==> config.mk <==
export PLATFORM = sky130hd
export DESIGN_NAME = bal_obuf
export DESIGN_NICKNAME = d
export VERILOG_FILES = /design/src/sv/bal_pkg.sv /design/src/sv/bal_obuf.sv
export SDC_FILE = /design/constraint.sdc
export NUM_CORES = 1
export LEC_CHECK = 0
export BUFFER_PORTS_ARGS = -buffer_cell sky130_fd_sc_hd__buf_2
export CAP_MARGIN = 20
export CORE_AREA = 2 2 66 68
export CTS_CLUSTER_SIZE = 12
export DETAILED_ROUTE_END_ITERATION = 10
export DIE_AREA = 0 0 68 70
export PLACE_DENSITY_LB_ADDON = 0.1
export SETUP_SLACK_MARGIN = 0.4
export SLEW_MARGIN = 20
export SYNTH_ARGS = -nofsm -noshare
export SYNTH_HDL_FRONTEND = slang
export SYNTH_SLANG_ARGS = --single-unit
==> constraint.sdc <==
create_clock -name i_clk -period 6.7 [get_ports i_clk]
set_input_delay 1.34 -clock i_clk [delete_from_list [all_inputs] [get_ports i_clk]]
set_output_delay 1.34 -clock i_clk [all_outputs]
set_load 0.01 [all_outputs]
==> src/sv/bal_pkg.sv <==
`timescale 1ns / 1ps

package bal_pkg;

    localparam int DEPTH      = 256;
    localparam int WORD_WIDTH = 32;
    localparam int AW         = $clog2(DEPTH);
    localparam int CNT_W      = $clog2(DEPTH + 1);
    localparam int CAP_W      = 11;
    localparam int CAP_LIMIT  = 1024;
    localparam int CAP_RESET  = 16;
    localparam int KIND_W     = 2;
    localparam int IDX_W      = 8;
    localparam int VALUE_W    = 32;
    localparam int STATUS_W   = 2;

    localparam logic [KIND_W-1:0] KIND_APPEND = 2'd0;
    localparam logic [KIND_W-1:0] KIND_REMOVE = 2'd1;
    localparam logic [KIND_W-1:0] KIND_READ   = 2'd2;

    localparam logic [STATUS_W-1:0] ST_OK      = 2'd0;
    localparam logic [STATUS_W-1:0] ST_BAD_IDX = 2'd1;
    localparam logic [STATUS_W-1:0] ST_FULL    = 2'd2;

    typedef struct packed {
        logic [KIND_W-1:0]         kind;
        logic [IDX_W-1:0]          index;
        logic signed [VALUE_W-1:0] value;
    } t_in;

    typedef struct packed {
        logic signed [VALUE_W-1:0] read_value;
        logic [STATUS_W-1:0]       status;
        logic [CNT_W-1:0]          length;
        logic [CAP_W-1:0]          capacity;
    } t_out;

    typedef struct packed {
        logic                  we;
        logic [AW-1:0]         waddr;
        logic [WORD_WIDTH-1:0] wdata;
        logic                  re;
        logic [AW-1:0]         raddr;
    } t_mem_req;

endpackage

==> src/sv/bal_obuf.sv <==
`timescale 1ns / 1ps

module bal_obuf (
    input  logic          i_clk,
    input  logic          i_rst_n,
    input  logic          i_push,
    input  bal_pkg::t_out i_res,
    output logic          o_ready,
    output logic          o_valid,
    output bal_pkg::t_out o_data,
    input  logic          i_stall
);

    logic          r_valid;
    bal_pkg::t_out r_data;

    assign o_ready = !r_valid || !i_stall;

    always_ff @(posedge i_clk) begin
        if (!i_rst_n) begin
            r_valid <= 1'b0;
        end else if (i_push && o_ready) begin
            r_valid <= 1'b1;
        end else if (!i_stall) begin
            r_valid <= 1'b0;
        end
    end

    // Hold the word while the receiver stalls.
    always_ff @(posedge i_clk) begin
        if (i_push && o_ready) begin
            r_data <= i_res;
        end
    end

    assign o_valid = r_valid;
    assign o_data  = r_data;

endmodule

======== Word level (Yosys, flattened, before mapping) ========
Cells that the tools add are included.
W data, S select, Z words.
operators by class
  reductions and logical operators ........ 4
  mux-type cells .......................... 2
  equal/unequal tests ..................... 1
operators by type and width
  operator              count
  $logic_not A1 Y1      2
  $mux W1               2
  $ne A2 B1 Y1 const B  1
  $logic_and A1 B1 Y1   1
  $logic_or A1 B1 Y1    1
word-level totals
  output and inout bits ................... 56
  register bits ........................... 55
  logic and storage cells ................. 12

======== Logic depth before layout (Yosys ltp) ========
  word-level depth ........................ 4
  depth in mapped cells ................... 2
  gate-level depth less buffers ........... 2

======== Worst setup path after synthesis ========
Ideal clock, no wire load.
  kind .................................... input port to flip-flop
  start ................................... input port i_stall
  end ..................................... register r_data, in the netlist o_data[0] (enable)
  arrival time ............................ 2770 ps
  required time ........................... 6283 ps
  setup time .............................. 417 ps
  path slack .............................. 3512 ps
  buffers on the path ..................... 0
  stages .................................. 2
  cell sequence ........................... nand2_1 > and2_1
on the way
  longest elaborated chain between the ends .. 3
RTL lines
  item                    RTL line        text
  start: declaration      bal_obuf.sv:11  input logic i_stall
  $logic_not A1 Y1        --
  $logic_or A1 B1 Y1      bal_obuf.sv:17  assign o_ready = !r_valid || !i_stall;
  $logic_and A1 B1 Y1     bal_obuf.sv:31  if (i_push && o_ready) begin
  end signal: assignment  bal_obuf.sv:32  r_data <= i_res;
  end: declaration        bal_obuf.sv:15  bal_pkg::t_out r_data;
No other way between the ends.
A chain may end at the register's enable or synchronous reset.

======== Final worst setup path ========
  start ................................... input port i_stall
  end ..................................... output port o_ready
on the way
  longest elaborated chain between the ends .. 2
RTL lines
  item                RTL line        text
  $logic_not A1 Y1    --
  $logic_or A1 B1 Y1  bal_obuf.sv:17
  end: declaration    bal_obuf.sv:8   output logic o_ready,
No other way between the ends.

==> flow_results.org <==
** Run status
- Result of the run :: completed

** Timing
- Final hold analysis gives a worst-case slack of 0.5379 ns.
- Worst Max-Slew Pin Slew :: 0.6679 ns
- Worst slew margin :: 55.47%
- Setup repair after global routing left no endpoint under its margin.
- Max Clock Freq :: 334.7 MHz
- Sum of negative setup slack :: 0 ns
- The clock arrives with 0.008556 ns of skew.
- Period Utilization, post-route :: 44.59%
- After layout, the minimum clock period comes to 2.988 ns.
- # setup viols final :: 0
- The hold violation count in the final report came to 0.
- The number of slew-limit violations in the final report came to 0.

** Min path
- Classification of the worst-slack hold path :: register to register
- Start point of the worst min-delay path :: o_valid$_SDFFE_PN0P_

** Clock network
- After clock tree synthesis, the clock-pin slew on the worst setup and hold paths is 0.08 ns.
- After clock tree synthesis, the flow added hold-fix buffers numbering 0.
- Gates resized during post-CTS repair numbered 0.
- In this run, CTS created clock tree buffers numbering 5.
- H-tree level count :: 2
- After clock tree synthesis, the setup repair step added 0 buffers.
- Number of clock sinks :: 55
- The tree is rooted in a sky130_fd_sc_hd__clkbuf_8.
- TritonCTS built the clock tree.
- Largest buffer count on any clock path :: 2
- Clock latency reported for the late side of the worst-skew pair :: 0.30 ns

** GRT
- Global-route total usage across every layer :: 12.62%
- For this run the aggregate overflow at the end of global routing stands at 0.
- Number of global-route vias before repair :: 1003
- Pin count of the biggest net entering global routing :: 55
- The first global-routing pass estimated 4.271 mm of wire.
- Initial antenna violation count :: 0

** Power
- Final Power :: 0.6267 mW
- Power spread over the standard cell area amounts to 263.8 nW/um^2.
- VDD sags by at most 0.0001328 V.
- Power spent charging and discharging nets :: 0.1292 mW
- The internal power of the cells totals 0.4975 mW.
- For this design the static power due to leakage is 1.025 nW.
- Registers are responsible for 64.7% of the overall power.
- Net switching is 20.61% of the power.
- Per report_power, the clock group accounts for 26.7% of the total.
- In this run, the combinational gates consume 8.6% of the power.

** Floorplanning
- After floorplanning, the core was divided into 24 placement rows.
- Measured along the y axis, the die boundary spans 70 um.
- Die ar. :: 4760 sq um
- Initial cell density of the core :: 40.13%
- Ports placed on the boundary :: 114
- Core box area :: 4144 sq um
- Horizontal extent of the die :: 68 um

** Setup path
- The signal on the critical path passes through buf_2 -> nand2_1 -> buf_2.
- Cell count of the worst reg-to-reg path :: 2
- Endpoint of the worst-slack reg-to-reg timing path :: o_data[40]$_DFFE_PP_
- Endpoint of the worst setup timing path :: o_ready
- Data on the critical path is required at its endpoint by 5.36 ns.
- The worst register-to-register path begins at o_valid$_SDFFE_PN0P_.
- CP most frequent cell :: sky130_fd_sc_hd__buf_2
- Crit path DAT :: 1.65 ns
- Largest stage delay on the critical path :: 0.13 ns
- Number of buffer and inverter instances along the worst setup path :: 2
- The worst setup path is launched from a primary input.
- Crit. End Element :: primary output
- The critical path in this run is classified as primary input to primary output.
- Peak fanout along the critical path :: 2
- Cell class contributing the biggest share of worst-path delay :: buffers and inverters
- Worst setup startpoint :: i_stall
- Stages on worst setup path :: 3
- Worst R2R Setup Slack :: 5.32 ns
- The slowest stage of the critical path belongs to the cell sky130_fd_sc_hd__buf_2.

** Drt
- After detailed routing, the number of vias per cell comes to 4.259.
- After the first detailed-routing iteration, the DRC count stood at 59.
- Final routed DRC violation total :: 0
- The first TritonRoute pass finished after 4 iterations.
- Residual antenna-violating net count after detailed routing :: 0
- Overall routed net length :: 2.974 mm
- Dividing the detail-routed wire length by the instance count gives 12.82 um.
- The routed layout has 988 vias.

** Run
- Across the run, the number of max-cap violations was 0.

** Logic synthesis
- FFs w/ async S/R, synth :: 0%
- Number of storage elements in the synthesis netlist :: 55
- Register area share after synthesis :: 98.72%
- The number of different library cells used by synthesis comes to 6.
- Largest cells by area after synthesis :: sky130_fd_sc_hd__edfxtp_1 98%, sky130_fd_sc_hd__dfxtp_1 1.2%, sky130_fd_sc_hd__and2_1 0.38%
- Among all cell types in the netlist, the one instantiated most often is sky130_fd_sc_hd__edfxtp_1.
- Yosys top cell area share :: 97.52%
- Post-Syn Nets :: 117
- The most used flip-flop cell after synthesis is sky130_fd_sc_hd__edfxtp_1.
- Number of instances in the synthesized netlist :: 59
- Yosys printed 0 warnings.
- Post-synth design cell area :: 1663 sq um
- Count of flip-flops with a built-in enable after synthesis :: 54
- Mapped Avg Cell Area :: 28.18 sq um
- The synthesized design spends more area on one cell type than any other, namely sky130_fd_sc_hd__edfxtp_1.

** Place
- Routability-driven placement finished with a final weighted congestion of 0.6426.
- Count of buffers from port buffering :: 113

** Finish
- Net total in the final layout :: 237
- Number of antenna repair diodes :: 0
- Area overhead of the layout relative to synthesis :: 42.89%
- Cells with a size suffix above 1 make up 66.11% of the layout.
-- placed cells by master (no fill, tap or decap) --
cell type,count
sky130_fd_sc_hd__a21oi_1,1
sky130_fd_sc_hd__and2_4,1
sky130_fd_sc_hd__buf_2,113
sky130_fd_sc_hd__clkbuf_1,1
sky130_fd_sc_hd__clkbuf_8,5
sky130_fd_sc_hd__clkinv_1,2
sky130_fd_sc_hd__dfxtp_1,1
sky130_fd_sc_hd__edfxtp_1,54
sky130_fd_sc_hd__nand2_1,1
sky130_fd_sc_hd__nor2b_1,1
-- worst register-to-register path, stage by stage (launching register included) --
cell	delay, ns
sky130_fd_sc_hd__dfxtp_1	0.33
sky130_fd_sc_hd__nand2_1	0.08
sky130_fd_sc_hd__and2_4	0.58
-- layer usage --
| metal | GRT usage (%) | routed length, um | up-vias |
|---|---|---|---|
| met2 | 22.87 | 1620 | 60 |
| met5 | 0 | 0 | - |
| met4 | 6.667 | 27 | 0 |
| li1 | - | - | 473 |
| met3 | 5.153 | 335 | 4 |
| met1 | 11.30 | 991 | 451 |
-- cell type report --
cell class | count | area (sq um)
clock inverter | 2 | 7.507
tap | 52 | 65.06
multi-input combinational | 4 | 23.77
sequential | 55 | 1642
fill | 337 | 1768
timing repair buffer | 113 | 565.5
clock buffer | 6 | 72.57
-- worst min path at each step --
| stage | end | slack, ns | cells after the start |
|---|---|---|---|
| 4_1_cts | o_valid$_SDFFE_PN0P_ | 0.54 | 2 |
| 6_report | o_valid$_SDFFE_PN0P_ | 0.54 | 2 |
| 3_5_place_dp | o_valid$_SDFFE_PN0P_ | 0.53 | 2 |
| 2_1_floorplan | o_valid$_SDFFE_PN0P_ | 0.55 | 2 |
| 3_3_place_gp | o_valid$_SDFFE_PN0P_ | 0.51 | 2 |
| 5_1_grt | o_valid$_SDFFE_PN0P_ | 0.58 | 2 |
-- kinds of logic (layout without fill, tap and decap cells) --
kind of cell	Yosys count	after routing	synth area share, %
flops	55	55	98.72
simple gates	3	3	0.9784
compound gates	1	1	0.3007
buf+inv	0	121	0
-- power by group through the flow --
stage | clock network (mW) | registers [mW] | logic [mW]
3_5_place_dp | 0 | 0.414 | 0.0545
2_1_floorplan | 0 | 0.426 | 0.00669
3_3_place_gp | 0 | 0.413 | 0.0528
6_report | 0.168 | 0.405 | 0.0537
5_1_grt | 0.182 | 0.408 | 0.0587
4_1_cts | 0.171 | 0.406 | 0.0547
-- flip-flops by register name, summed over array words and instances (netlist names) --
name	count
o_data	54
o_valid	1
-- through the flow --
step | setup slack [ns] | cells | instance area (sq um) | util [%]
6_report | 3.712 | 232 | 2376 | 57.34
5_1_grt | 3.682 | 232 | 2376 | 57.34
2_1_floorplan | 3.512 | 59 | 1663 | -
3_3_place_gp | 3.733 | 224 | 2295 | 55.37
3_5_place_dp | 3.721 | 224 | 2295 | 55.37
4_1_cts | 3.719 | 232 | 2375 | 57.31
Power figures use the tool's default switching activity.
