--- src/sv/bal_pkg.sv ---
`timescale 1ns / 1ps

package bal_pkg;

    localparam int DEPTH      = 256;
    localparam int WORD_WIDTH = 32;
    localparam int AW         = $clog2(DEPTH);
    localparam int CNT_W      = $clog2(DEPTH + 1);
    localparam int CAP_W      = 11;
    localparam int CAP_LIMIT  = 1024;
    localparam int CAP_RESET  = 16;
    localparam int KIND_W     = 2;
    localparam int IDX_W      = 8;
    localparam int VALUE_W    = 32;
    localparam int STATUS_W   = 2;

    localparam logic [KIND_W-1:0] KIND_APPEND = 2'd0;
    localparam logic [KIND_W-1:0] KIND_REMOVE = 2'd1;
    localparam logic [KIND_W-1:0] KIND_READ   = 2'd2;

    localparam logic [STATUS_W-1:0] ST_OK      = 2'd0;
    localparam logic [STATUS_W-1:0] ST_BAD_IDX = 2'd1;
    localparam logic [STATUS_W-1:0] ST_FULL    = 2'd2;

    typedef struct packed {
        logic [KIND_W-1:0]         kind;
        logic [IDX_W-1:0]          index;
        logic signed [VALUE_W-1:0] value;
    } t_in;

    typedef struct packed {
        logic signed [VALUE_W-1:0] read_value;
        logic [STATUS_W-1:0]       status;
        logic [CNT_W-1:0]          length;
        logic [CAP_W-1:0]          capacity;
    } t_out;

    typedef struct packed {
        logic                  we;
        logic [AW-1:0]         waddr;
        logic [WORD_WIDTH-1:0] wdata;
        logic                  re;
        logic [AW-1:0]         raddr;
    } t_mem_req;

endpackage

--- src/sv/bal_seq.sv ---
`timescale 1ns / 1ps

module bal_seq (
    input  logic                           i_clk,
    input  logic                           i_rst_n,
    input  logic                           i_valid,
    input  bal_pkg::t_in                   i_data,
    output logic                           o_busy,
    input  logic                           i_cfg_we,
    input  logic [bal_pkg::CAP_W-1:0]      i_cfg_data,
    output bal_pkg::t_mem_req              o_mem,
    input  logic [bal_pkg::WORD_WIDTH-1:0] i_rdata,
    output logic                           o_res_valid,
    output bal_pkg::t_out                  o_res,
    input  logic                           i_res_ready
);

    localparam logic [1:0] S_IDLE  = 2'd0;
    localparam logic [1:0] S_READ  = 2'd1;
    localparam logic [1:0] S_SHIFT = 2'd2;
    localparam logic [1:0] S_DONE  = 2'd3;

    logic [1:0]                 r_state;
    logic [bal_pkg::CNT_W-1:0]  r_count;
    logic [bal_pkg::CAP_W-1:0]  r_cap;
    logic [bal_pkg::AW-1:0]     r_ptr;
    logic                       r_wr_en;
    logic [bal_pkg::AW-1:0]     r_wr_addr;
    bal_pkg::t_out              r_res;

    logic                       w_accept;
    logic                       w_idx_ok;
    logic                       w_full;
    logic                       w_grow;
    logic [bal_pkg::CAP_W:0]    w_dbl;
    logic [bal_pkg::CAP_W-1:0]  w_grown;
    logic [bal_pkg::CAP_W-1:0]  w_cfg_cap;
    logic [bal_pkg::CNT_W-1:0]  w_ptr_inc;
    logic                       w_more;

    assign w_accept  = i_valid && (r_state == S_IDLE);
    assign w_idx_ok  = bal_pkg::CNT_W'(i_data.index) < r_count;
    assign w_full    = r_count == bal_pkg::CNT_W'(bal_pkg::DEPTH);
    assign w_grow    = (bal_pkg::CAP_W'(r_count) << 1) >= r_cap;
    assign w_dbl     = {r_cap, 1'b0};
    assign w_grown   = (w_dbl > (bal_pkg::CAP_W + 1)'(bal_pkg::CAP_LIMIT))
                     ? bal_pkg::CAP_W'(bal_pkg::CAP_LIMIT) : w_dbl[bal_pkg::CAP_W-1:0];
    assign w_cfg_cap = (i_cfg_data == '0) ? bal_pkg::CAP_W'(1)
                     : (i_cfg_data > bal_pkg::CAP_W'(bal_pkg::CAP_LIMIT))
                     ? bal_pkg::CAP_W'(bal_pkg::CAP_LIMIT) : i_cfg_data;
    assign w_ptr_inc = bal_pkg::CNT_W'(r_ptr) + 1'b1;
    assign w_more    = w_ptr_inc < r_count;

    // One write port: the shift write wins, appends only happen from idle.
    always_comb begin
        o_mem = '0;
        if (r_wr_en) begin
            o_mem.we    = 1'b1;
            o_mem.waddr = r_wr_addr;
            o_mem.wdata = i_rdata;
        end else begin
            o_mem.we    = w_accept && (i_data.kind == bal_pkg::KIND_APPEND) && !w_full;
            o_mem.waddr = r_count[bal_pkg::AW-1:0];
            o_mem.wdata = bal_pkg::WORD_WIDTH'(i_data.value);
        end
        if (r_state == S_SHIFT) begin
            o_mem.re    = w_more;
            o_mem.raddr = w_ptr_inc[bal_pkg::AW-1:0];
        end else begin
            o_mem.re    = w_accept && (i_data.kind == bal_pkg::KIND_READ) && w_idx_ok;
            o_mem.raddr = i_data.index[bal_pkg::AW-1:0];
        end
    end

    always_ff @(posedge i_clk) begin
        if (!i_rst_n) begin
            r_state <= S_IDLE;
            r_count <= '0;
            r_cap   <= bal_pkg::CAP_W'(bal_pkg::CAP_RESET);
            r_wr_en <= 1'b0;
        end else begin
            if (i_cfg_we) begin
                r_cap <= w_cfg_cap;
            end
            case (r_state)
                S_IDLE: begin
                    if (w_accept) begin
                        r_res.read_value <= '0;
                        r_res.status     <= bal_pkg::ST_OK;
                        r_res.length     <= r_count;
                        r_res.capacity   <= r_cap;
                        r_state          <= S_DONE;
                        case (i_data.kind)
                            bal_pkg::KIND_APPEND: begin
                                if (w_full) begin
                                    r_res.status <= bal_pkg::ST_FULL;
                                end else begin
                                    r_count      <= r_count + 1'b1;
                                    r_res.length <= r_count + 1'b1;
                                    if (w_grow) begin
                                        r_cap          <= w_grown;
                                        r_res.capacity <= w_grown;
                                    end
                                end
                            end
                            bal_pkg::KIND_REMOVE: begin
                                if (!w_idx_ok) begin
                                    r_res.status <= bal_pkg::ST_BAD_IDX;
                                end else begin
                                    r_ptr   <= i_data.index[bal_pkg::AW-1:0];
                                    r_state <= S_SHIFT;
                                end
                            end
                            bal_pkg::KIND_READ: begin
                                if (!w_idx_ok) begin
                                    r_res.status <= bal_pkg::ST_BAD_IDX;
                                end else begin
                                    r_state <= S_READ;
                                end
                            end
                            default: begin
                            end
                        endcase
                    end
                end
                S_READ: begin
                    r_res.read_value <= bal_pkg::VALUE_W'($signed(i_rdata));
                    r_state          <= S_DONE;
                end
                S_SHIFT: begin
                    // Move the next entry down one place per cycle.
                    if (w_more) begin
                        r_wr_en   <= 1'b1;
                        r_wr_addr <= r_ptr;
                        r_ptr     <= w_ptr_inc[bal_pkg::AW-1:0];
                    end else begin
                        r_wr_en      <= 1'b0;
                        r_count      <= r_count - 1'b1;
                        r_res.length <= r_count - 1'b1;
                        r_state      <= S_DONE;
                    end
                end
                S_DONE: begin
                    if (i_res_ready) begin
                        r_state <= S_IDLE;
                    end
                end
                default: begin
                    r_state <= S_IDLE;
                end
            endcase
        end
    end

    assign o_busy      = r_state != S_IDLE;
    assign o_res_valid = r_state == S_DONE;
    assign o_res       = r_res;

endmodule

--- config.mk ---
export PLATFORM = sky130hd
export DESIGN_NAME = bal_seq
export DESIGN_NICKNAME = d
export VERILOG_FILES = /design/src/sv/bal_pkg.sv /design/src/sv/bal_seq.sv
export SDC_FILE = /design/constraint.sdc
export NUM_CORES = 1
export LEC_CHECK = 0
export BUFFER_PORTS_ARGS = -buffer_cell sky130_fd_sc_hd__buf_2
export CAP_MARGIN = 20
export CELL_PAD_IN_SITES_DETAIL_PLACEMENT = 1
export CELL_PAD_IN_SITES_GLOBAL_PLACEMENT = 1
export CORE_AREA = 2 2 127 129
export DETAILED_ROUTE_END_ITERATION = 6
export DIE_AREA = 0 0 129 131
export HOLD_SLACK_MARGIN = 0.12
export PLACE_DENSITY_LB_ADDON = 0.1
export SLEW_MARGIN = 20
export SYNTH_ARGS = -nofsm -noshare
export SYNTH_HDL_FRONTEND = slang
export SYNTH_SLANG_ARGS = --single-unit
--- constraint.sdc ---
create_clock -name i_clk -period 3.77 [get_ports i_clk]
set_input_delay 0.377 -clock i_clk [delete_from_list [all_inputs] [get_ports i_clk]]
set_output_delay 0.377 -clock i_clk [all_outputs]
set_load 0.05 [all_outputs]
-- Word-level counts from Yosys, hierarchy flattened
Index checks and enable logic that the tools add are counted.
W data, S select, Z words.
- output and inout port bits: 106
- word-level logic and storage cells: 90
- latch bits: 0
- memory bits (writable): 0
- memories: 0
- memory bits (read-only): 0
- bits of input ports: 90
- bits in registers: 93
- div/mod/pow operators: 0
- mux-type cells: 38
- bitwise logic cells: 0
- shift operators: 0
- equality and inequality tests: 14
- order comparisons: 5
- multiply operators: 0
- reduce and logical (&&, ||, !) cells: 20
- $add $sub $neg: 3
- operators with widths (operator ; number):
    $mux W11 ; 10
    $pmux W32 S2 ; 1
    $mux W54 ; 1
    $mux W9 ; 5
    $mux W41 ; 1
    $mux W20 ; 2
    $pmux W9 S2 ; 2
    $mux W8 ; 4
    $pmux W8 S2 ; 1
    $gt A12 B11 Y1 const B ; 1
    $reduce_and A3 Y1 ; 4
    $ge A10 B11 Y1 ; 1
    $gt A11 B11 Y1 const B ; 1
    $logic_not A11 Y1 ; 1
    $mux W2 ; 5
    $ne A2 B2 Y1 const B ; 5
    $add A8 B1 Y9 const B ; 1
    $add A9 B1 Y9 const B ; 1
    $eq A9 B9 Y1 const B ; 1
    $lt A8 B9 Y1 ; 1
    $lt A9 B9 Y1 ; 1
    $sub A9 B1 Y9 const B ; 1
    $pmux W2 S2 ; 2
    $pmux W2 S4 ; 1
    other kinds (12) ; 26

-- Depth between registers and ports, before layout
Gate-level depths: netlist of run 1.
- depth in word-level cells: 9
- depth in mapped cells: 11
- mapped depth without buffers: 11

-- Worst setup path before layout of run 1
Ideal clock, no wire load.
- path type: flip-flop to flip-flop
- start point: register r_ptr[0] (netlist bit)
- end point: register r_res (netlist bit o_res[11]), enable pin
- path buffers: 1
- clock period less this slack: 3.187 ns
- arrival: 2.801 ns
- required time: 3.383 ns
- stages on the path, launching flop included: 12
- setup time: 0.387 ns
- setup slack: 0.583 ns
- cell sequence: edfxtp_1 > ha_1 > nand3_1 > nor2_1 > and3_1 > ha_1 > nand2_1 > or3_1 > clkbuf_1 > nand2_1 > nor2_1 > nor3_1
- cells in the longest elaborated chain, start to end: 4
- RTL lines (item ; RTL line ; RTL):
    start, declared ; bal_seq.sv:26 ; logic [bal_pkg::AW-1:0] r_ptr;
    start signal, assigned ; bal_seq.sv:110 ; r_ptr <= i_data.index[bal_pkg::AW-1:0];
    start signal, assigned ; bal_seq.sv:135 ; r_ptr <= w_ptr_inc[bal_pkg::AW-1:0];
    $add A8 B1 Y9 ; bal_seq.sv:51 ; assign w_ptr_inc = bal_pkg::CNT_W'(r_ptr) + 1'b1;
    $lt A9 B9 Y1 ; bal_seq.sv:52 ; assign w_more = w_ptr_inc < r_count;
    $ne A2 B2 Y1 (no line) ; n/a ;
    $reduce_and A4 Y1 (no line) ; n/a ;
    end, declared ; bal_seq.sv:29 ; bal_pkg::t_out r_res;
Every way passes these cells.
A chain may end at the register's enable or synchronous reset.

==> results of run 1 <==
critical path, cell delays in order (launching register included):
cell,delay (ns)
edfxtp_1,0.43
ha_1,0.21
nand3_1,0.13
nor2_1,0.18
xor2_1,0.22
ha_1,0.28
a21oi_1,0.13
o21ai_0,0.15
a41oi_4,0.33
nand3_1,0.27
o21ai_2,0.20
clkbuf_4,0.27
cells by family after synthesis:
group | count (synthesis) | share of synthesized area
simple gates | 190 | 0.1708
xor+xnor | 21 | 0.03187
compound gates | 112 | 0.1346
flops | 93 | 0.4440
mux | 50 | 0.09625
fa+ha+maj | 36 | 0.07804
buf+inv | 61 | 0.04444
per-layer routing:
metal / track usage / up-vias
met3: 0.04153 / 17
met2: 0.3607 / 157
met5: 0 / -
met4: 0.07353 / 0
li1: - / 2418
met1: 0.2616 / 2461
state kept, by name (all words and copies together), names as in the netlist:
signal and flops:
r_wr_en 1, o_res 54, r_cap 11, r_state 2, r_wr_addr 8, r_ptr 8, r_count 9
how the worst max path moves through the flow:
| stage | depth (start not counted) | startpoint | end |
|---|---|---|---|
| after global placement | 11 | r_ptr[0] | o_mem[8] |
| final | 11 | r_ptr[0] | o_mem[8] |
| after floorplan | 11 | r_ptr[0] | o_res[11] |
| after detailed placement | 11 | r_ptr[0] | o_mem[8] |
| after CTS | 11 | r_ptr[0] | o_mem[8] |
| after global routing | 11 | r_ptr[0] | o_mem[8] |
cell usage in the layout, fill, tap and decap left out, drive strengths merged, types with 6 or more instances in the layout:
cell type	count
a21o	7
a21oi	30
a31oi	9
and2	36
and3	6
buf	205
clkbuf	14
clkinv	8
dfxtp	23
edfxtp	70
ha	36
inv	26
mux2	44
mux2i	6
nand2	41
nand3	21
nor2	43
nor3	21
nor4	7
o21ai	31
o22ai	7
xnor2	17
metrics by stage:
stage / hold WS, ns / setup WS, ns / utilization / power [mW] / cell area (µm²)
after detailed placement: 0.5000 / 0.4436 / 0.4473 / 4.677 / 6977
after floorplan: 0.4629 / 0.5826 / - / 3.889 / 5772
final: 0.3270 / 0.2306 / 0.4650 / 5.500 / 7253
after global routing: 0.3176 / 0.03130 / 0.4650 / 5.821 / 7253
after CTS: 0.3134 / 0.06283 / 0.4646 / 5.545 / 7247
after global placement: 0.4801 / 0.5663 / 0.4473 / 4.615 / 6977
what timing repair did:
action                     in CTS  in global routing
hold endpoints to repair        0                  0
hold buffers                    0                  0
setup endpoints to repair       0                  1
gates resized for setup         0                  3
buffers inserted                0                  0
where the power goes:
group          leakage (nW)  internal [mW]  switching [mW]  total [mW]
sequential            0.847           1.40           0.186        1.59
combinational          2.07          0.899            2.16        3.06
clock                 0.135          0.478           0.376       0.854
cell type report:
class                      instances  area share
multi-input combinational        409      0.4092
clock buffer                      13     0.03588
inverter                          32     0.01656
tap                              216     0.03726
timing repair buffer             206      0.1463
sequential                        93      0.3535
clock inverter                     2    0.001380
==> qor.txt, run 1 <==
global-route wire length before repair: 27.08 mm
Final Hold Viols: 0
reg-to-reg endpoint: r_ptr[4]
final setup fails: 0
Peak VDD IR: 0.0002534 V
max_cap viols: 0
count of cell types in the netlist: 61
cell count after placement: 956
multi-input logic area: 2968 µm²
Post-DP HPWL: 14.16 mm
clk slew on worst S/H paths: 0.06 ns
Critical Path Start Type: flop
relative slew slack: 0.2937
setup_tns: 0 ns
Hold Path End: o_res[30]
Non-Filler Instances: 971
syn nets: 689
core area: 15,600 µm²
Yosys top cell area share: 0.3642
Hold Startpoint: i_rdata[8]
YS warnings: 0
fill count: 1,812
GRT Util Overall: 0.2088
R2R Setup Slk: 0.55 ns
CTS tree: yes
Req. time, crit path: 3.39 ns
asr flop ratio synth: 0
Max Clock Skew: 0.008410 ns
PD cells: 758.3 nW/µm²
Die Width: 129 µm
routed len/inst: 18.52 µm
H-tree depth: 3
DR vias/cell: 5.204
RSZ-0062 raised after global routing: no
Syn-to-layout area delta: 25.67%
Site Rows: 46
Setup CP Type: flop to output port
critical-path maximum fanout: 6
initial antenna violation count: 0
nets@finish: 877
initial DRC count: 214
Slew Viols, Final: 0
reg-to-reg startpoint: r_count[2]
drt first pass iters: 4
die boundary height: 131 µm
antenna cells: 0
Achievable Freq: 282.5 MHz
gpl congestion: 0.9027
CTS max path bufs: 2
Tmin final: 3.539 ns
cts bufs inserted: 9
WL met2: 8.842 mm
DRC: 0
root buf cell: clkbuf_16
I/O pins: 196
register area: 2564 µm²
total die area: 16,900 µm²
largest area contributor in the netlist: edfxtp_1
EDFF count, synth: 70
crit share post-route: 0.9388
Worst EP arrival: 3.16 ns
Yosys reg bits: 93
grt total ovfl: 0
routed via count: 5,053
port bufs: 195
FF-to-FF path depth: 9
Mapped Area: 5772 µm²
Initial Utilization: 0.3700
CTS sink cnt: 93
Cells after Synth: 563
predominant post-synthesis flop cell: edfxtp_1
share of layout cells above drive strength 1: 0.3735
Top Layer Used: met4
Avg Cell Area, Syn: 10.25 µm²
Worst Setup End Kind: output port
Routed Antenna Nets: 0
main area contributors after synthesis: edfxtp_1 (36%), mux2_2 (8.6%), dfxtp_1 (8.0%)
Leak: 3.053 nW
commonest cells in the netlist: edfxtp_1 (70), mux2_2 (44), nor2_1 (42)
count leader, synth: edfxtp_1
sequential area share after synthesis: 0.4440
Slew @ Worst Pin: 1.059 ns
largest net degree at the start of global routing: 51
vias in the first global route: 5,050
clock latency on the worst-skew pair: 0.35 ns
met3 wire len: 968 µm
Hold Crit Depth: 2
outcome: finished, final reports clean
DRT Wirelength: 17.99 mm
WL met1: 7.831 mm
worst hold path class: input port to flop
Power figures use the tool's default switching activity.
==> run 2, diff against run 1 <==
Settings changed: BUFFER_PORTS_ARGS -buffer_cell sky130_fd_sc_hd__buf_2 to not set, CORE_AREA 2 2 127 129 to 2 2 124 126, DIE_AREA 0 0 129 131 to 0 0 126 128, DONT_BUFFER_PORTS set to 1.
==> run 2 against run 1 <==
  * Final cell count down 22%
  * Power down 3.6%
  * Hold slack lost 0.17 ns
  * Sequential power increased by 32%
  * First-iteration DRC count is 16% lower
  * Die area down 4.6%
  * Critical endpoint unchanged
==> qor.txt, run 2 (synthesis gave the netlist of run 1 again) <==
outcome: finished, final reports clean
multi-input logic area: 2968 µm² (unchanged)
die boundary height: 128 µm (-2.3%)
Slew Viols, Final: 0 (unchanged)
sequential share of power: 0.396 (+0.107)
cts bufs inserted: 9 (unchanged)
GRT Util Overall: 0.2043 (-0.004564)
largest net degree at the start of global routing: 51 (unchanged)
grt total ovfl: 0 (unchanged)
Site Rows: 45 (-2.2%)
nets@finish: 689 (-21%)
total die area: 16,130 µm² (-4.6%)
Max Clock Skew: 0.01021 ns (+0.001801 ns)
crit share post-route: 0.9403 (+0.001498)
CTS tree: yes
CTS sink cnt: 93 (unchanged)
Peak VDD IR: 0.0003022 V (+19%)
initial antenna violation count: 0 (unchanged)
critical-path maximum fanout: 6 (unchanged)
Setup CP Type: flop to output port
drt first pass iters: 4 (unchanged)
worst-path cell chain: ha_1 -> nand3_1 -> nor2_1 -> xor2_1 -> ha_1 -> a21oi_1 -> o21ai_0 -> a41oi_4 -> nand3_1 -> o21ai_2 -> buf_4
CTS Hold Bufs: 0 (unchanged)
Die Width: 126 µm (-2.3%)
slowest stage delay, CP: 0.44 ns (about the same)
Clock Power Share: 0.163 (+0.008)
H-tree depth: 3 (unchanged)
initial DRC count: 180 (-16%)
register area: 2564 µm² (unchanged)
internal cell power: 2.615 mW (-5.9%)
antenna cells: 0 (unchanged)
Worst Setup End Kind: output port
Largest register FFs: 54 (unchanged)
Net Switching: 2.689 mW (-1.2%)
final setup fails: 0 (unchanged)
Worst path slowest cell: edfxtp_1
most common cell after layout, fill and taps aside: edfxtp_1
routed via count: 4,394 (-13%)
Achievable Freq: 282.1 MHz (-0.16%)
Syn-to-layout area delta: 9.148%
max_cap viols: 0 (unchanged)
Req. time, crit path: 3.39 ns (about the same)
DR vias/cell: 5.812 (+12%)
relative slew slack: 0.2961 (+0.002400)
Initial Utilization: 0.3883 (+0.01825)
core area: 14,860 µm² (-4.7%)
Final Total Pwr: 5.304 mW (-3.6%)
fill count: 1,637 (-9.7%)
RSZ-0062 raised after global routing: no
switching part of the total power: 0.5070 (+0.01241)
Post-DP HPWL: 12.75 mm (-10%)
most frequent cells in the layout: edfxtp_1 (70), mux2_2 (44), nor2_1 (42)
DRT Wirelength: 16.81 mm (-6.5%)
CTS max path bufs: 2 (unchanged)
I/O pins: 196 (unchanged)
Leak: 2.301 nW (-25%)
clk slew on worst S/H paths: 0.07 ns (about the same)
Worst EP arrival: 3.17 ns (about the same)
Final Hold Viols: 0 (unchanged)
Hold Crit Depth: 1 (-1)
root buf cell: clkbuf_16
worst hold path class: input port to flop
gpl congestion: 0.9117 (+1.0%)
Slew @ Worst Pin: 1.056 ns (-0.003599 ns)
DRC: 0 (unchanged)
Routed Antenna Nets: 0 (unchanged)
Util after Layout: 0.4238 (-0.04120)
setup_tns: 0 ns (unchanged)
Comb pwr share: 0.441 (-0.115)
port bufs: 0 (-100%)
global-route wire length before repair: 25.87 mm (-4.5%)
Tmin final: 3.545 ns (+0.005648 ns)
Critical Path Start Type: flop
PD cells: 841.9 nW/µm² (+11%)
clock latency on the worst-skew pair: 0.34 ns (about the same)
routed len/inst: 22.23 µm (+20%)
vias in the first global route: 4,565 (-9.6%)
share of layout cells above drive strength 1: 0.1690 (-0.2045)
FF-to-FF path depth: 9 (unchanged)
## run 2: critical path: cells and delay by family (launching register included)
kind / cells / cell delay, ns
xor+xnor: 1 / 0.23
fa+ha+maj: 2 / 0.50
flops: 1 / 0.44
simple gates: 3 / 0.59
compound gates: 4 / 0.83
buf+inv: 1 / 0.24
## run 2: path summary, 6_finish.rpt
path | start | endpoint | slack [ns]
worst max register to register | r_count[2] | r_ptr[4] | 0.55
worst max-delay path | r_ptr[0] | o_mem[8] | 0.22
worst min-delay path | i_rst_n | r_cap[10] | 0.16
worst min register to register | r_count[8] | r_count[8] | 0.51
## run 2: repair_timing
item,CTS,global route
buffers inserted,0,2
resized for setup,0,1
setup endpoints to repair,0,1
## run 2: area by class of cell
class / count / area share
repair buffers: 18 / 0.02145
inverters: 32 / 0.01907
well taps: 188 / 0.03734
flip-flops and latches: 93 / 0.4070
clock inverters: 5 / 0.005561
multi-input cells: 409 / 0.4711
clock buffers: 11 / 0.03853
## run 2: metrics by stage
stage,instances,area [µm²],hold slack (ns),setup WS (ns)
after floorplan,563,5772,0.4629,0.5826
after global placement,738,6003,0.4822,0.6325
after detailed placement,738,6003,0.4999,0.4600
after CTS,754,6281,0.1441,0.03086
after global routing,756,6300,0.1499,0.03831
final,756,6300,0.1586,0.2249
## run 2: power by group through the flow
stage	Combinational [mW]	Sequential, mW	Clock, mW
finish	2.34	2.10	0.866
CTS	2.33	2.11	0.898
detailed placement	2.31	2.13	0
floorplan	1.87	2.01	0
global route	2.53	2.13	0.935
global placement	2.28	2.12	0
## run 2: routing by layer
metal | up-vias | routed length [µm] | global-route usage | share of wire
met4 | 0 | 325 | 0.07369 | 0.019
met3 | 21 | 1178 | 0.04132 | 0.070
met5 | - | 0 | 0 | 0
met1 | 2162 | 6943 | 0.2495 | 0.41
met2 | 170 | 8363 | 0.3583 | 0.50
li1 | 2041 | - | - | -
==> run 3, diff against run 2 <==
Settings changed: CORE_AREA 2 2 124 126 to 2 2 117 119, DIE_AREA 0 0 126 128 to 0 0 119 121.
==> run 3 against run 2 <==
  * Hold slack better by 0.0090 ns
  * Clock power is 12% higher
  * Register-to-register slack better by 0.08 ns
  * Sequential power hardly changed
  * Largest cell class unchanged
  * Highest routed layer unchanged
==> qor.txt, run 3 (synthesis gave the netlist of run 1 again) <==
outcome: finished, final reports clean
CP bufs+invs: 1 (unchanged)
Max Clock Skew: 0.007220 ns (-0.002990 ns)
post-CTS resize count: 0 (unchanged)
DRC: 0 (unchanged)
worst setup margin: 0.1730 ns (-0.05190 ns)
Slew @ Worst Pin: 1.061 ns (+0.005477 ns)
CTS max path bufs: 2 (unchanged)
Largest register FFs: 54 (unchanged)
largest net degree at the start of global routing: 51 (unchanged)
Leak: 2.286 nW (-0.64%)
Achievable Freq: 278.0 MHz (-1.4%)
Critical Path Start Type: flop
setup_tns: 0 ns (unchanged)
grt total ovfl: 0 (unchanged)
Net Switching: 2.678 mW (-0.40%)
Syn-to-layout area delta: 8.649%
relative slew slack: 0.2925 (-0.003652)
DR vias/cell: 5.981 (+2.9%)
CTS sink cnt: 93 (unchanged)
fill count: 1,457 (-11%)
core area: 13,090 µm² (-12%)
Clock Power Share: 0.180 (+0.017)
Site Rows: 42 (-6.7%)
slowest stage delay, CP: 0.44 ns (about the same)
final setup fails: 0 (unchanged)
Worst EP arrival: 3.22 ns (+0.05 ns)
Comb pwr share: 0.427 (-0.014)
Req. time, crit path: 3.39 ns (about the same)
Post-Place Setup Slack: 0.5621 ns (+0.1021 ns)
register area: 2564 µm² (unchanged)
Peak VDD IR: 0.0002352 V (-22%)
worst hold path class: input port to flop
switching part of the total power: 0.4983 (-0.008687)
RSZ-0062 raised after global routing: no
antenna cells: 0 (unchanged)
port bufs: 0 (unchanged)
Slew Viols, Final: 0 (unchanged)
Final Total Pwr: 5.375 mW (+1.3%)
multi-input logic area: 2967 µm² (about the same)
crit share post-route: 0.9541 (+0.01377)
PD cells: 857.1 nW/µm² (+1.8%)
nets@finish: 683 (-0.87%)
worst-path cell chain: ha_1 -> nand3_1 -> nor2_1 -> xor2_1 -> ha_1 -> a21oi_1 -> o21ai_0 -> a41oi_4 -> nand3_1 -> o21ai_1 -> buf_4
I/O pins: 196 (unchanged)
routed len/inst: 22.61 µm (+1.7%)
most frequent cells in the layout: edfxtp_1 (70), mux2_2 (44), nand2_1 (41), nor2_1 (41), ha_1 (36)
Tmin final: 3.597 ns (+0.05190 ns)
die boundary height: 121 µm (-5.5%)
clk slew on worst S/H paths: 0.07 ns (about the same)
Initial Utilization: 0.4411 (+0.05280)
max_cap viols: 0 (unchanged)
most common cell after layout, fill and taps aside: edfxtp_1
share of layout cells above drive strength 1: 0.1566 (-0.01243)
internal cell power: 2.697 mW (+3.1%)
vias in the first global route: 4,531 (-0.74%)
total die area: 14,400 µm² (-11%)
DRT Wirelength: 16.69 mm (-0.73%)
Worst path slowest cell: edfxtp_1
Die Width: 119 µm (-5.6%)
sequential share of power: 0.393 (-0.003)
Setup CP Type: flop to output port
global-route wire length before repair: 25.49 mm (-1.5%)
root buf cell: clkbuf_16
CTS Hold Bufs: 0 (unchanged)
clock latency on the worst-skew pair: 0.35 ns (about the same)
H-tree depth: 3 (unchanged)
GRT Util Overall: 0.2296 (+0.02535)
drt first pass iters: 4 (unchanged)
delay-heaviest family, CP: compound AO/OA/AOI/OAI gates
gpl congestion: 0.9441 (+3.6%)
critical-path maximum fanout: 6 (unchanged)
cts bufs inserted: 9 (unchanged)
Routed Antenna Nets: 0 (unchanged)
Worst Setup End Kind: output port
number of setup buffers added after CTS: 0 (unchanged)
Post-DP HPWL: 12.71 mm (-0.29%)
initial DRC count: 266 (+48%)
routed via count: 4,414 (+0.46%)
initial antenna violation count: 0 (unchanged)
Final Hold Viols: 0 (unchanged)
CTS tree: yes
==> run 3: cell count changes in the layout (fill, tap and decap cells not counted), moves of 2 or more <==
cell and delta:
clkbuf_1 +2, bufinv_16 +2, clkinvlp_4 -2, buf_4 -6
==> run 3: area by class of cell <==
cell class,instances,share of cell area
clock buffers,12,0.03771
clock inverters,4,0.01177
inverters,32,0.01915
multi-input cells,409,0.4731
flip-flops and latches,93,0.4088
well taps,176,0.03512
repair buffers,12,0.01437
==> run 3: layer usage <==
metal | up-vias | share of wire | GRT usage
met5 | - | 0 | 0
met4 | 0 | 0.022 | 0.09077
met3 | 25 | 0.057 | 0.04605
met2 | 172 | 0.49 | 0.3883
met1 | 2178 | 0.43 | 0.2889
li1 | 2039 | - | -
==> run 3: final timing paths <==
kind,from,end,slack [ns],depth (start not counted)
max reg2reg,r_ptr[0],r_wr_addr[2],0.63,11
min reg2reg,r_ptr[1],r_wr_addr[1],0.51,0
max,r_ptr[0],o_mem[8],0.17,11
min,i_rst_n,r_cap[10],0.17,1
==> run 3: through the flow <==
step / hold slack [ns] / util / instances / cell area [µm²]
finish: 0.1676 / 0.4793 / 738 / 6271
detailed placement: 0.4996 / 0.4553 / 722 / 5958
floorplan: 0.4629 / - / 563 / 5772
CTS: 0.1586 / 0.4791 / 738 / 6269
global placement: 0.4861 / 0.4553 / 722 / 5958
global route: 0.1563 / 0.4793 / 738 / 6271
==> run 3: power by group through the flow <==
| stage | registers [mW] | logic (mW) | clock network, mW |
|---|---|---|---|
| finish | 2.11 | 2.29 | 0.967 |
| global route | 2.14 | 2.47 | 1.02 |
| CTS | 2.12 | 2.29 | 0.984 |
| detailed placement | 2.14 | 2.27 | 0 |
| global placement | 2.13 | 2.23 | 0 |
| floorplan | 2.01 | 1.87 | 0 |
